`config.mk`:
```
export PLATFORM = sky130hd
export DESIGN_NAME = swc_core
export DESIGN_NICKNAME = d
export VERILOG_FILES = /design/src/design/sha256_suffix_work_checker_top_assert.svh /design/src/design/swc_pkg.sv /design/src/design/swc_wcell.sv /design/src/design/swc_core.sv
export SDC_FILE = /design/constraint.sdc
export NUM_CORES = 2
export LEC_CHECK = 0
export ABC_AREA = 1
export BUFFER_PORTS_ARGS = -buffer_cell sky130_fd_sc_hd__buf_4
export CAP_MARGIN = 20
export CORE_ASPECT_RATIO = 1.1
export CORE_MARGIN = 4
export CORE_UTILIZATION = 30
export DETAILED_ROUTE_END_ITERATION = 6
export HOLD_SLACK_MARGIN = 0.1
export PLACE_DENSITY = 0.47
export SLEW_MARGIN = 25
export SYNTH_ARGS = -nofsm -noshare
export SYNTH_HDL_FRONTEND = slang
export SYNTH_HIERARCHICAL = 1
export SYNTH_SLANG_ARGS = --single-unit
```
`constraint.sdc`:
```
create_clock -name clk -period 9.8 [get_ports clk]
set_clock_uncertainty 0.1 [all_clocks]
set_input_delay 2.45 -clock clk [delete_from_list [all_inputs] [get_ports clk]]
set_output_delay 2.45 -clock clk [all_outputs]
set_load 0.01 [all_outputs]
```
`src/design/sha256_suffix_work_checker_top_assert.svh`:
```
// Assertion macros used by the checker's top-level RTL file.
`ifndef SHA256_SUFFIX_WORK_CHECKER_TOP_ASSERT_SVH
`define SHA256_SUFFIX_WORK_CHECKER_TOP_ASSERT_SVH

// Checks that the consequent holds in the same cycle as the antecedent.
`define SWC_ASSERT_NOW(lbl, clk, rst_n, ante, cons, msg) \
	lbl: assert property (@(posedge clk) disable iff (!rst_n) (ante) |-> (cons)) \
		else $error(msg);

// Checks that the consequent holds in the cycle after the antecedent.
`define SWC_ASSERT_NEXT(lbl, clk, rst_n, ante, cons, msg) \
	lbl: assert property (@(posedge clk) disable iff (!rst_n) (ante) |=> (cons)) \
		else $error(msg);

`endif

```
`src/design/swc_pkg.sv`:
```
// Types, constants and functions shared by the proof-of-work checker.
package swc_pkg;

	localparam logic [1:0] CMD_CLEAR  = 2'd0;
	localparam logic [1:0] CMD_APPEND = 2'd1;
	localparam logic [1:0] CMD_TRY    = 2'd2;

	localparam int RADIX = 62;
	localparam int NIBBLES = 64;
	localparam logic [7:0] CHAR_SPACE = 8'h20;
	localparam logic [7:0] PAD_BYTE = 8'h80;

	typedef struct packed {
		logic init;
		logic load;
		logic round;
		logic fold;
		logic [5:0] t;
		logic [7:0] data;
	} swc_ctl_t;

	localparam logic [31:0] INIT_H [8] = '{
		32'h6a09e667, 32'hbb67ae85, 32'h3c6ef372, 32'ha54ff53a,
		32'h510e527f, 32'h9b05688c, 32'h1f83d9ab, 32'h5be0cd19
	};

	localparam logic [31:0] ROUND_K [64] = '{
		32'h428a2f98, 32'h71374491, 32'hb5c0fbcf, 32'he9b5dba5,
		32'h3956c25b, 32'h59f111f1, 32'h923f82a4, 32'hab1c5ed5,
		32'hd807aa98, 32'h12835b01, 32'h243185be, 32'h550c7dc3,
		32'h72be5d74, 32'h80deb1fe, 32'h9bdc06a7, 32'hc19bf174,
		32'he49b69c1, 32'hefbe4786, 32'h0fc19dc6, 32'h240ca1cc,
		32'h2de92c6f, 32'h4a7484aa, 32'h5cb0a9dc, 32'h76f988da,
		32'h983e5152, 32'ha831c66d, 32'hb00327c8, 32'hbf597fc7,
		32'hc6e00bf3, 32'hd5a79147, 32'h06ca6351, 32'h14292967,
		32'h27b70a85, 32'h2e1b2138, 32'h4d2c6dfc, 32'h53380d13,
		32'h650a7354, 32'h766a0abb, 32'h81c2c92e, 32'h92722c85,
		32'ha2bfe8a1, 32'ha81a664b, 32'hc24b8b70, 32'hc76c51a3,
		32'hd192e819, 32'hd6990624, 32'hf40e3585, 32'h106aa070,
		32'h19a4c116, 32'h1e376c08, 32'h2748774c, 32'h34b0bcb5,
		32'h391c0cb3, 32'h4ed8aa4a, 32'h5b9cca4f, 32'h682e6ff3,
		32'h748f82ee, 32'h78a5636f, 32'h84c87814, 32'h8cc70208,
		32'h90befffa, 32'ha4506ceb, 32'hbef9a3f7, 32'hc67178f2
	};

	function automatic logic [31:0] rotr(input logic [31:0] x, input int n);
		rotr = (x >> n) | (x << (32 - n));
	endfunction

	function automatic logic [31:0] small_s0(input logic [31:0] x);
		small_s0 = rotr(x, 7) ^ rotr(x, 18) ^ (x >> 3);
	endfunction

	function automatic logic [31:0] small_s1(input logic [31:0] x);
		small_s1 = rotr(x, 17) ^ rotr(x, 19) ^ (x >> 10);
	endfunction

	function automatic logic [31:0] big_s0(input logic [31:0] x);
		big_s0 = rotr(x, 2) ^ rotr(x, 13) ^ rotr(x, 22);
	endfunction

	function automatic logic [31:0] big_s1(input logic [31:0] x);
		big_s1 = rotr(x, 6) ^ rotr(x, 11) ^ rotr(x, 25);
	endfunction

	// Maps a base-62 digit to digits, then lower case, then upper case.
	function automatic logic [7:0] char_of(input logic [5:0] d);
		if (d < 6'd10)
			char_of = 8'h30 + {2'b00, d};
		else if (d < 6'd36)
			char_of = 8'h61 + {2'b00, d} - 8'd10;
		else
			char_of = 8'h41 + {2'b00, d} - 8'd36;
	endfunction

endpackage

```
`src/design/swc_wcell.sv`:
```
// One word cell of the message schedule chain.
module swc_wcell (
	input  logic        clk,
	input  logic        shift_byte,
	input  logic        shift_word,
	input  logic [7:0]  byte_in,
	input  logic [31:0] word_in,
	output logic [31:0] word
);

	logic [31:0] word_q;

	always_ff @(posedge clk) begin
		if (shift_byte)
			word_q <= {word_q[23:0], byte_in};
		else if (shift_word)
			word_q <= word_in;
	end

	assign word = word_q;

endmodule

```
`src/design/swc_core.sv`:
```
// SHA-256 compression core: a chain of schedule cells and one round unit.
module swc_core (
	input  logic             clk,
	input  swc_pkg::swc_ctl_t ctl,
	output logic [255:0]     digest
);

	logic [31:0] w [16];
	logic [31:0] w_new;
	logic [31:0] h_q [8];
	logic [31:0] v_q [8];
	logic [31:0] t1;
	logic [31:0] t2;
	logic [31:0] ch;
	logic [31:0] mj;

	for (genvar i = 0; i < 16; i++) begin : g_cell
		logic [7:0]  nb;
		logic [31:0] nw;
		if (i == 15) begin : g_last
			assign nb = ctl.data;
			assign nw = w_new;
		end else begin : g_mid
			assign nb = w[i + 1][31:24];
			assign nw = w[i + 1];
		end
		swc_wcell u_cell (
			.clk        (clk),
			.shift_byte (ctl.load),
			.shift_word (ctl.round),
			.byte_in    (nb),
			.word_in    (nw),
			.word       (w[i])
		);
	end

	assign w_new = w[0] + swc_pkg::small_s0(w[1]) + w[9] + swc_pkg::small_s1(w[14]);

	always_comb begin
		ch = (v_q[4] & v_q[5]) ^ (~v_q[4] & v_q[6]);
		mj = (v_q[0] & v_q[1]) ^ (v_q[0] & v_q[2]) ^ (v_q[1] & v_q[2]);
		t1 = v_q[7] + swc_pkg::big_s1(v_q[4]) + ch + swc_pkg::ROUND_K[ctl.t] + w[0];
		t2 = swc_pkg::big_s0(v_q[0]) + mj;
	end

	always_ff @(posedge clk) begin
		if (ctl.init) begin
			for (int i = 0; i < 8; i++) begin
				h_q[i] <= swc_pkg::INIT_H[i];
				v_q[i] <= swc_pkg::INIT_H[i];
			end
		end else if (ctl.fold) begin
			for (int i = 0; i < 8; i++) begin
				h_q[i] <= h_q[i] + v_q[i];
				v_q[i] <= h_q[i] + v_q[i];
			end
		end else if (ctl.round) begin
			v_q[7] <= v_q[6];
			v_q[6] <= v_q[5];
			v_q[5] <= v_q[4];
			v_q[4] <= v_q[3] + t1;
			v_q[3] <= v_q[2];
			v_q[2] <= v_q[1];
			v_q[1] <= v_q[0];
			v_q[0] <= t1 + t2;
		end
	end

	assign digest = {h_q[0], h_q[1], h_q[2], h_q[3], h_q[4], h_q[5], h_q[6], h_q[7]};

endmodule

```
==> metrics <==
status=finished clean; grt ovf=0; TritonCTS clock tree=done; crit end category=register; relative slew slack=0.279; number of synthesized register bits=slightly above 1000; hold bufs inserted after CTS=0; critical path startpoint category=input pin; max cap viols=0; CTS clock-pin slew for the worst setup and hold paths=about 0.06 ns; asr flop ratio synth=0; Final nets=9923; synth unique cells=slightly below 80; die area=about 250000 um^2; starting density of the core=0.301; CTS Root Cell=clkbuf_16; Final Core Density=0.347; top post-synthesis cells by area=edfxtp_1 (39%), nand2_1 (15%), ha_1 (6.6%); number of global-route vias before repair=62600; die width=480 um; post-synth top area cell=edfxtp_1; Resized cells post-CTS=0; commonest non-fill, non-tap cell in the layout=nand2_1; max-slew violations=0; site row count=190; die span in y=approximately 530 um; Tot GR Track Use=0.235; Core Area=243000 um^2; CP peak stage delay=about 0.70 ns; postcts setup bufs=0; Ports=about 280; DP Wirelength=between 200000 and 250000 um; Crit-path slowest cell=o21ai_0; DR vias/cell=~5; critical path class=input pin to register; largest net degree at the start of global routing=about 130; Post-Syn Instances=slightly below 9000; DRC viols=0; First-pass DRT Iterations=6; Max Freq=110 MHz; initial antenna violation count=4; vias=63400; Setup violations, final=0; global-route wire length before repair=approximately 440000 um; Critical Path RT=~10 ns; Initial DRC Count=~5600; Final ANT Viol Nets=0; Syn Nets=between 9000 and 10000; cts bufs inserted=between 100 and 150; most frequent cells in the layout=nand2_1 (2939), inv_1 (1058), edfxtp_1 (960), buf_4 (576), nor2_1 (518); Worst Tran Pin Value=approximately 1.1 ns; Worst Hold Class=register to register; hold slack final=just over 0.4 ns; Synth Area per Inst=approximately 8.2 um^2; Avg WL per Cell=approximately 24 um; PortBufs=274; Period Utilization, post-route=0.927; cell area after synthesis=roughly 73000 um^2; share of layout cells above drive strength 1=0.0982; top-area cell type share of the netlist area=0.393; # H-tree levels=3; Tmin final=between 9 and 10 ns; CP max FO=7; Total Wirelength=307000 um; synth-to-layout area growth=15.0%; EDFF count, synth=between 900 and 1000; synth warn=6; RSZ-0062 raised after global routing=no; Post-synth top flop=edfxtp_1; Worst EP arrival=around 9.5 ns; post-synthesis sequential area ratio=0.410; Sink Count=about 1000; GPL Wtd Cong=0.937; Clock Path Buffers=3; clock insertion delay at the later pin of the skew report=0.81 ns; final hold vios=0
[final cells by class]
type | instances | area (um^2)
sequential | 1024 | 30100
inverter | 1082 | 4120
clock buffer | 152 | 3190
antenna | 4 | 10.0
tap | 3264 | 4080
fill | 25800 | 159000
clock inverter | 73 | 888
timing repair buffer | 589 | 4580
multi-input combinational | 6505 | 37400
[per-layer routing]
metal  part of all wire  global-route usage
met1               0.42               0.303
met2               0.48               0.403
met3              0.049              0.0263
met4              0.043              0.0872
met5                  0                   0
[path summary, 6_finish.rpt]
path / slack (ns) / startpoint / endpoint / cells after the start
worst min register to register: 0.40 / g_cell[12].u_cell/word[7] / g_cell[11].u_cell/word[7] / 2
worst max register to register: 2.43 / v_q[1][1] / v_q[0][31] / 36
worst max-delay path: 0.72 / ctl[8] / v_q[0][31] / 37
worst min-delay path: 0.40 / g_cell[12].u_cell/word[7] / g_cell[11].u_cell/word[7] / 2
[sequential cells by signal (all words and copies together), names as in the netlist]
name,count
g_cell.u_cell/word,512
h_q,256
v_q,256
[synthesized netlist by cell type (34+ instances only)]
cell and number:
a21o_1 73, o21bai_1 56, nand2_1 2941, edfxtp_1 960, buf_4 52, nor2_1 519
clkbuf_1 122, o21ai_0 502, nor3_1 80, a21oi_1 511, inv_1 1061, fa_1 195
ha_1 386, dfxtp_1 64, o22ai_1 34, xnor2_1 200, xor2_1 222, nand3_1 273
nand4_1 49, or2_2 45, buf_6 65, a31oi_1 39
[through the flow]
stage / cells / worst slack (ns) / setup TNS [ns] / area (um^2)
after detailed placement: 12500 / 0.124 / 0 / 80300
final: 12700 / 0.718 / 0 / 84400
after floorplan: 8906 / 1.38 / 0 / 73400
after global routing: 12700 / 0.229 / 0 / 84400
after global placement: 12500 / -0.00955 / -0.00955 / 80300
after CTS: 12700 / 0.878 / 0 / 84400
[worst max-delay path, delay by kind of cell]
family                     cells  cell delay (ns)
buffers and inverters         10             1.30
and+or+nand+nor               11             1.06
xor gates and xnor gates       1             0.20
adders and majority gates      6             2.33
AOI/OAI and AO/OA              9             2.08
[kinds of logic (layout without fill, tap and decap cells)]
family                     after synthesis  in the layout  synth area share
buffers and inverters                 1377           1896            0.0808
AOI/OAI and AO/OA                     1487           1487             0.119
xor gates and xnor gates               422            422            0.0504
adders and majority gates              582            582             0.119
and+or+nand+nor                       4003           4003             0.219
DFF                                   1024           1024             0.410
other                                    0              4                 0
muxes                                   11             11           0.00150
Power is not shown: default switching activity piles up to over one toggle a cycle in this logic, so the estimate is an artifact.
