==> src/design/sha256_suffix_work_checker_top_assert.svh <==
// Assertion macros used by the checker's top-level RTL file.
`ifndef SHA256_SUFFIX_WORK_CHECKER_TOP_ASSERT_SVH
`define SHA256_SUFFIX_WORK_CHECKER_TOP_ASSERT_SVH

// Checks that the consequent holds in the same cycle as the antecedent.
`define SWC_ASSERT_NOW(lbl, clk, rst_n, ante, cons, msg) \
	lbl: assert property (@(posedge clk) disable iff (!rst_n) (ante) |-> (cons)) \
		else $error(msg);

// Checks that the consequent holds in the cycle after the antecedent.
`define SWC_ASSERT_NEXT(lbl, clk, rst_n, ante, cons, msg) \
	lbl: assert property (@(posedge clk) disable iff (!rst_n) (ante) |=> (cons)) \
		else $error(msg);

`endif

==> src/design/swc_pkg.sv <==
// Types, constants and functions shared by the proof-of-work checker.
package swc_pkg;

	localparam logic [1:0] CMD_CLEAR  = 2'd0;
	localparam logic [1:0] CMD_APPEND = 2'd1;
	localparam logic [1:0] CMD_TRY    = 2'd2;

	localparam int RADIX = 62;
	localparam int NIBBLES = 64;
	localparam logic [7:0] CHAR_SPACE = 8'h20;
	localparam logic [7:0] PAD_BYTE = 8'h80;

	typedef struct packed {
		logic init;
		logic load;
		logic round;
		logic fold;
		logic [5:0] t;
		logic [7:0] data;
	} swc_ctl_t;

	localparam logic [31:0] INIT_H [8] = '{
		32'h6a09e667, 32'hbb67ae85, 32'h3c6ef372, 32'ha54ff53a,
		32'h510e527f, 32'h9b05688c, 32'h1f83d9ab, 32'h5be0cd19
	};

	localparam logic [31:0] ROUND_K [64] = '{
		32'h428a2f98, 32'h71374491, 32'hb5c0fbcf, 32'he9b5dba5,
		32'h3956c25b, 32'h59f111f1, 32'h923f82a4, 32'hab1c5ed5,
		32'hd807aa98, 32'h12835b01, 32'h243185be, 32'h550c7dc3,
		32'h72be5d74, 32'h80deb1fe, 32'h9bdc06a7, 32'hc19bf174,
		32'he49b69c1, 32'hefbe4786, 32'h0fc19dc6, 32'h240ca1cc,
		32'h2de92c6f, 32'h4a7484aa, 32'h5cb0a9dc, 32'h76f988da,
		32'h983e5152, 32'ha831c66d, 32'hb00327c8, 32'hbf597fc7,
		32'hc6e00bf3, 32'hd5a79147, 32'h06ca6351, 32'h14292967,
		32'h27b70a85, 32'h2e1b2138, 32'h4d2c6dfc, 32'h53380d13,
		32'h650a7354, 32'h766a0abb, 32'h81c2c92e, 32'h92722c85,
		32'ha2bfe8a1, 32'ha81a664b, 32'hc24b8b70, 32'hc76c51a3,
		32'hd192e819, 32'hd6990624, 32'hf40e3585, 32'h106aa070,
		32'h19a4c116, 32'h1e376c08, 32'h2748774c, 32'h34b0bcb5,
		32'h391c0cb3, 32'h4ed8aa4a, 32'h5b9cca4f, 32'h682e6ff3,
		32'h748f82ee, 32'h78a5636f, 32'h84c87814, 32'h8cc70208,
		32'h90befffa, 32'ha4506ceb, 32'hbef9a3f7, 32'hc67178f2
	};

	function automatic logic [31:0] rotr(input logic [31:0] x, input int n);
		rotr = (x >> n) | (x << (32 - n));
	endfunction

	function automatic logic [31:0] small_s0(input logic [31:0] x);
		small_s0 = rotr(x, 7) ^ rotr(x, 18) ^ (x >> 3);
	endfunction

	function automatic logic [31:0] small_s1(input logic [31:0] x);
		small_s1 = rotr(x, 17) ^ rotr(x, 19) ^ (x >> 10);
	endfunction

	function automatic logic [31:0] big_s0(input logic [31:0] x);
		big_s0 = rotr(x, 2) ^ rotr(x, 13) ^ rotr(x, 22);
	endfunction

	function automatic logic [31:0] big_s1(input logic [31:0] x);
		big_s1 = rotr(x, 6) ^ rotr(x, 11) ^ rotr(x, 25);
	endfunction

	// Maps a base-62 digit to digits, then lower case, then upper case.
	function automatic logic [7:0] char_of(input logic [5:0] d);
		if (d < 6'd10)
			char_of = 8'h30 + {2'b00, d};
		else if (d < 6'd36)
			char_of = 8'h61 + {2'b00, d} - 8'd10;
		else
			char_of = 8'h41 + {2'b00, d} - 8'd36;
	endfunction

endpackage

==> src/design/swc_nonce.sv <==
// Base-62 converter that produces the nonce digits, sixteen counter bits per cycle.
module swc_nonce #(
	parameter int NONCE_DIGITS = 6
) (
	input  logic                                 clk,
	input  logic                                 arst_n,
	input  logic                                 start,
	input  logic [63:0]                          value,
	output logic                                 fin,
	output logic [$clog2(NONCE_DIGITS+1)-1:0]    count,
	output logic [NONCE_DIGITS-1:0][5:0]         digits
);

	localparam int CW = $clog2(NONCE_DIGITS + 1);
	localparam logic [21:0] RADIX22 = 22'(swc_pkg::RADIX);
	// Rounded-up reciprocal of 31 scaled by two to the 26th.
	localparam logic [21:0] RECIP31 = 22'd2164803;

	logic                        busy_q;
	logic [1:0]                  chunk_q;
	logic [CW-1:0]               n_q;
	logic [63:0]                 v_q;
	logic [47:0]                 quo_q;
	logic [5:0]                  rem_q;
	logic [NONCE_DIGITS-1:0][5:0] digits_q;
	logic [21:0]                 x;
	logic [42:0]                 prod;
	logic [15:0]                 qd;
	logic [21:0]                 rem_w;
	logic [5:0]                  rem_n;
	logic [63:0]                 quo;
	logic                        last;
	logic                        stop;

	always_comb begin
		x = {rem_q, v_q[63:48]};
		prod = 43'(x[21:1]) * 43'(RECIP31);
		qd = prod[41:26];
		rem_w = x - 22'(qd) * RADIX22;
		rem_n = rem_w[5:0];
		quo = {quo_q, qd};
		last = busy_q && (chunk_q == 2'd3);
		stop = (quo == 64'd0) || (n_q + CW'(1) == CW'(NONCE_DIGITS));
	end

	always_ff @(posedge clk or negedge arst_n) begin
		if (!arst_n) begin
			busy_q <= 1'b0;
			chunk_q <= '0;
			n_q <= '0;
		end else if (start) begin
			busy_q <= 1'b1;
			chunk_q <= '0;
			n_q <= '0;
		end else if (busy_q) begin
			chunk_q <= chunk_q + 2'd1;
			if (last) begin
				n_q <= n_q + CW'(1);
				if (stop)
					busy_q <= 1'b0;
			end
		end
	end

	always_ff @(posedge clk) begin
		if (start) begin
			v_q <= value;
			quo_q <= '0;
			rem_q <= '0;
			digits_q <= '0;
		end else if (busy_q) begin
			if (last) begin
				v_q <= quo;
				quo_q <= '0;
				rem_q <= '0;
				for (int i = 0; i < NONCE_DIGITS; i++) begin
					if (n_q == CW'(i))
						digits_q[i] <= rem_n;
				end
			end else begin
				v_q <= {v_q[47:0], 16'h0000};
				quo_q <= {quo_q[31:0], qd};
				rem_q <= rem_n;
			end
		end
	end

	assign fin = last && stop;
	assign count = n_q;
	assign digits = digits_q;

endmodule

==> config.mk <==
export PLATFORM = sky130hd
export DESIGN_NAME = swc_nonce
export DESIGN_NICKNAME = d
export VERILOG_FILES = /design/src/design/sha256_suffix_work_checker_top_assert.svh /design/src/design/swc_pkg.sv /design/src/design/swc_nonce.sv
export SDC_FILE = /design/constraint.sdc
export NUM_CORES = 1
export LEC_CHECK = 0
export ABC_AREA = 1
export BUFFER_PORTS_ARGS = -buffer_cell sky130_fd_sc_hd__buf_2
export CAP_MARGIN = 20
export CORE_ASPECT_RATIO = 0.75
export CORE_UTILIZATION = 55
export CTS_BUF_LIST = sky130_fd_sc_hd__clkbuf_8
export DETAILED_ROUTE_END_ITERATION = 10
export MAX_ROUTING_LAYER = met4
export PLACE_DENSITY = 0.74
export SYNTH_ARGS = -nofsm -noshare
export SYNTH_HDL_FRONTEND = slang
export SYNTH_SLANG_ARGS = --single-unit
==> constraint.sdc <==
create_clock -name clk -period 9.4 [get_ports clk]
set_input_delay 1.41 -clock clk [delete_from_list [all_inputs] [get_ports clk]]
set_output_delay 1.41 -clock clk [all_outputs]
set_load 0.02 [all_outputs]
==> results of run 1 <==
sequential cells by signal (all words and copies together), names as in the netlist:
| name | flops |
|---|---|
| digits | 36 |
| rem_q | 6 |
| quo_q | 48 |
| chunk_q | 2 |
| count | 3 |
| busy_q | 1 |
| v_q | 64 |
worst register-to-register path: cells and delay by family (launching register included):
family	cells	cell delay, ns
AO/OA/AOI/OAI	4	0.61
XOR/XNOR	3	0.87
adder cells (fa/ha/maj)	13	4.55
buffers and inverters	9	0.69
flip-flops	1	0.52
AND/OR/NAND/NOR	7	0.81
synthesized netlist by cell type (all sizes together):
master,count,area [um2]
and2,6,37.5
nor2,106,425
dfrtp,6,150
o32ai,2,17.5
a21oi,47,235
xor2,5,51.3
o21a,1,7.51
nand3b,1,7.51
a211oi,3,22.5
o21ai,62,310
o211ai,48,360
fa,46,921
inv,303,1140
or2,2,12.5
o21bai,9,71.3
a21o,5,37.5
o22ai,43,269
clkbuf,32,120
buf,7,26.3
ha,196,2450
and3,1,7.51
xnor2,7,61.3
nand2,340,1300
a22o,3,26.3
edfxtp,64,1920
nor4,7,43.8
nand3,84,430
dfxtp,90,1800
nor3,17,95.1
nand4,12,75.1
layout by cell type (no fill, tap or decap), drive strengths merged:
| cell | count |
|---|---|
| and2 | 6 |
| o22ai | 43 |
| a21o | 5 |
| o211ai | 48 |
| a22o | 3 |
| nand4 | 12 |
| a211oi | 3 |
| o21bai | 9 |
| nand3b | 1 |
| a21oi | 47 |
| nor3 | 17 |
| bufinv | 1 |
| o21a | 1 |
| o21ai | 62 |
| fa | 46 |
| inv | 304 |
| dfrtp | 6 |
| xnor2 | 7 |
| dfxtp | 90 |
| and3 | 1 |
| or2 | 2 |
| ha | 196 |
| buf | 113 |
| nand3 | 84 |
| clkinv | 10 |
| xor2 | 5 |
| clkbuf | 17 |
| clkinvlp | 3 |
| nor2 | 106 |
| nor4 | 7 |
| edfxtp | 64 |
| nand2 | 340 |
| o32ai | 2 |
layer usage:
layer	GRT usage	up-vias	routed length (um)
met5	-	-	0
met4	0.0754	0	621
met3	0.0505	42	3140
met2	0.413	427	14000
met1	0.492	5105	17300
li1	-	5272	-
stage by stage:
| stage | setup WS (ns) | util | hold WS (ns) | area [um2] | std cells |
|---|---|---|---|---|---|
| after floorplan | 2.14 | - | 0.446 | 12400 | 1555 |
| after global placement | 1.58 | 0.598 | 0.452 | 13200 | 1922 |
| after detailed placement | 1.42 | 0.598 | 0.467 | 13200 | 1922 |
| after CTS | 1.03 | 0.615 | 0.483 | 13600 | 1954 |
| after global routing | 0.588 | 0.616 | 0.507 | 13600 | 1955 |
| final | 1.07 | 0.616 | 0.476 | 13600 | 1955 |
worst max-delay path by stage:
stage | startpoint | end | cells after the start
global route | v_q[59] | fin | 33
CTS | v_q[59] | fin | 33
detailed placement | v_q[59] | digits[17] | 36
floorplan | v_q[59] | digits[29] | 36
finish | v_q[59] | fin | 33
global placement | v_q[59] | digits[17] | 36
final cells by class:
cell class / count / area [um2]
clock inverters: 15 / 123
multi-input cells: 1053 / 7280
inverters: 303 / 1140
flip-flops and latches: 160 / 3870
repair buffers: 113 / 603
clock buffers: 17 / 234
fillers: 2016 / 8490
well taps: 294 / 368
logic make-up after synthesis:
kind of cell    synth area share
flops                      0.312
fa+ha+maj                  0.271
compound gates             0.109
simple gates               0.196
buf+inv                    0.103
xor+xnor                 0.00906
==> out/metrics.csv, run 1 <==
metric;value;unit
fmax;120;MHz
netlist_instances;1555;
syn_area_per_cell;8.00;um2
ioPinCount;107;
diodes;0;
grt_pass1_wl;53.9;mm
antenna_found_initial;0;
crit_top_cell;ha_1;
core-area;22100;um2
end_kind;output port;
die_w;176;um
status;finished clean;
tns;0;ns
r2r-end;digits[11];
min-delay-start;digits[20];
clkLatencyLatePin;0.45;ns
start_util;0.562;
hp-class;register to register;
cts_resized;0;
drtPass1Iterations;6;
cts_tree;done;
die_h;132;um
grt_pass1_vias;9726;
area_growth;9.51;%
setup_viol;0;
place_congestion;0.999;
synth-seq-area-share;0.312;
skew;0.0147;ns
drv_slew;0;
holdBufCountCts;0;
track_usage;0.314;
wl;35.1;mm
r2r_start;v_q[59];
clock_sinks;160;
rows;47;
tightestPinTransition;0.886;ns
period_needed;8.33;ns
required;7.99;ns
vias;10800;
rsz0062_at_grt;false;
cp_slowest_cell;edfxtp_1;
maxCapViolations;0;
cts_buffer_depth;2;
synth_cell_types;38;
maxSlewHeadroom;0.405;
grt_overflow;0;
path_max_fanout;5;
critPathLaunchType;register;
fin_crit_sh;0.886;
post_cts_buffers;0;
die_area;23200;um2
final_antenna_net_count;0;
critPathKind;register to output port;
dr.first_iter.drc_count;1086;
syn_nets;1864;
wire_per_inst;18.0;um
synth_warnings;0;
r2r_cells;36;
clk_pin_slew;0.09;ns
grt_max_degree;102;
ys_ff_latch;160;
syn_area;12400;um2
numCtsBuffers;17;
crit_buf_inv;5;
min_path_cells;2;
crit_family;adder cells;
hold_violations;0;
post-dp-hpwl;27.8;mm
crit_path_max_incr_delay;0.52;ns
drive_gt1_frac;0.104;
fin_nets;1957;
h-tree-depth;4;
critPathArrivalTime;6.92;ns
portBuffers;106;
drcViolationCount;0;
min_to;digits[20];
vias_per_cell;5.55;
cts_root_buffer;clkbuf_8;
ff2ff_setup_slack;1.30;ns
Power of run 1 is left out: the tool's default activity adds up to more than one toggle a clock period on the data nets, which glitch-free logic cannot reach.
==> run 2, diff against run 1 <==
--- a/config.mk
+++ b/config.mk
@@ -12,7 +12,6 @@
 export CORE_UTILIZATION = 55
 export CTS_BUF_LIST = sky130_fd_sc_hd__clkbuf_8
 export DETAILED_ROUTE_END_ITERATION = 10
-export MAX_ROUTING_LAYER = met4
 export PLACE_DENSITY = 0.74
 export SYNTH_ARGS = -nofsm -noshare
 export SYNTH_HDL_FRONTEND = slang
==> out/metrics.csv, run 2 (synthesis gave the netlist of run 1 again) <==
metric;value;unit
clock_sinks;160;
skew;0.0144;ns
hp-class;register to register;
wire_per_inst;17.8;um
final-seq-area;3870;um2
rsz0062_at_grt;false;
start_util;0.562;
grt_pass1_vias;9782;
status;finished clean;
dr.first_iter.drc_count;1039;
portBuffers;106;
cp_slowest_cell;fa_1;
core-area;22100;um2
placed_area;13200;um2
ff2ff_setup_slack;1.34;ns
vias;10800;
crit_family;adder cells;
grt_max_degree;87;
grt_pass1_wl;53.3;mm
ioPinCount;107;
layout_common_cells;331 x nand2_1, 300 x inv_1, 196 x ha_1;
drcViolationCount;0;
maxSlewHeadroom;0.387;
crit_buf_inv;5;
multiInputGateArea;7280;um2
diodes;0;
largest_reg_flops;64;
period_needed;8.43;ns
holdBufCountCts;0;
cts_root_buffer;clkbuf_8;
track_usage;0.302;
tns;0;ns
die_area;23200;um2
maxCapViolations;0;
fin_crit_sh;0.897;
drtPass1Iterations;5;
grt_overflow;0;
critPathKind;register to output port;
die_h;132;um
clkLatencyLatePin;0.48;ns
drv_slew;0;
die_w;176;um
setup_viol;0;
numCtsBuffers;17;
cts_tree;done;
fin_nets;1956;
rows;47;
fmax;119;MHz
path_max_fanout;5;
critPathLaunchType;register;
h-tree-depth;4;
tightestPinTransition;0.912;ns
crit_path_max_incr_delay;0.53;ns
worst_slack;0.965;ns
drive_gt1_frac;0.105;
final_antenna_net_count;0;
clk_pin_slew;0.09;ns
antenna_found_initial;0;
vias_per_cell;5.51;
post-place-ws;1.40;ns
fillers;1981;
cts_buffer_depth;2;
final_common_cell;nand2_1;
post-dp-hpwl;27.5;mm
cts_resized;0;
place_congestion;0.961;
required;7.99;ns
end_kind;output port;
critPathArrivalTime;7.02;ns
final_area;13700;um2
area_growth;9.86;%
hold_violations;0;
wl;34.9;mm
post_cts_buffers;0;
regMostFlops;v_q;
crit_top_cell;ha_1;
## run 2: cell type report
cell class,count,share of cell area
Sequential cell,160,0.284
Timing Repair Buffer,112,0.0421
Clock buffer,22,0.0222
Clock inverter,10,0.00916
Tap cell,294,0.0269
Inverter,303,0.0833
Multi-Input combinational cell,1053,0.533
## run 2: tightest hold or removal path, cell delays in order, from the launching register on
cell and delay (ns):
dfxtp_1 0.32, nand2_1 0.06, a21oi_1 0.06
## run 2: path summary, 6_finish.rpt
path                            start    endpoint  depth (start not counted)
max                           v_q[59]         fin                         33
min                        digits[20]  digits[20]                          2
max reg2reg                   v_q[59]    rem_q[5]                         35
min reg2reg                digits[20]  digits[20]                          2
max in group asynchronous      arst_n  chunk_q[1]                          1
min in group asynchronous      arst_n    count[0]                          1
## run 2: metrics by stage
stage / instances / hold WS, ns / utilization
floorplan: 1555 / 0.446 / -
detailed placement: 1922 / 0.459 / 0.598
global placement: 1922 / 0.449 / 0.598
finish: 1954 / 0.476 / 0.618
CTS: 1954 / 0.478 / 0.618
global route: 1954 / 0.496 / 0.618
## run 2: metal layers
metal	GRT usage	share of wire	vias to the layer above
li1	-	-	5274
met1	0.474	0.48	4965
met2	0.407	0.40	494
met3	0.0825	0.10	32
met4	0.0589	0.012	0
met5	0	0	-
Power of run 2 is left out for the same reason.
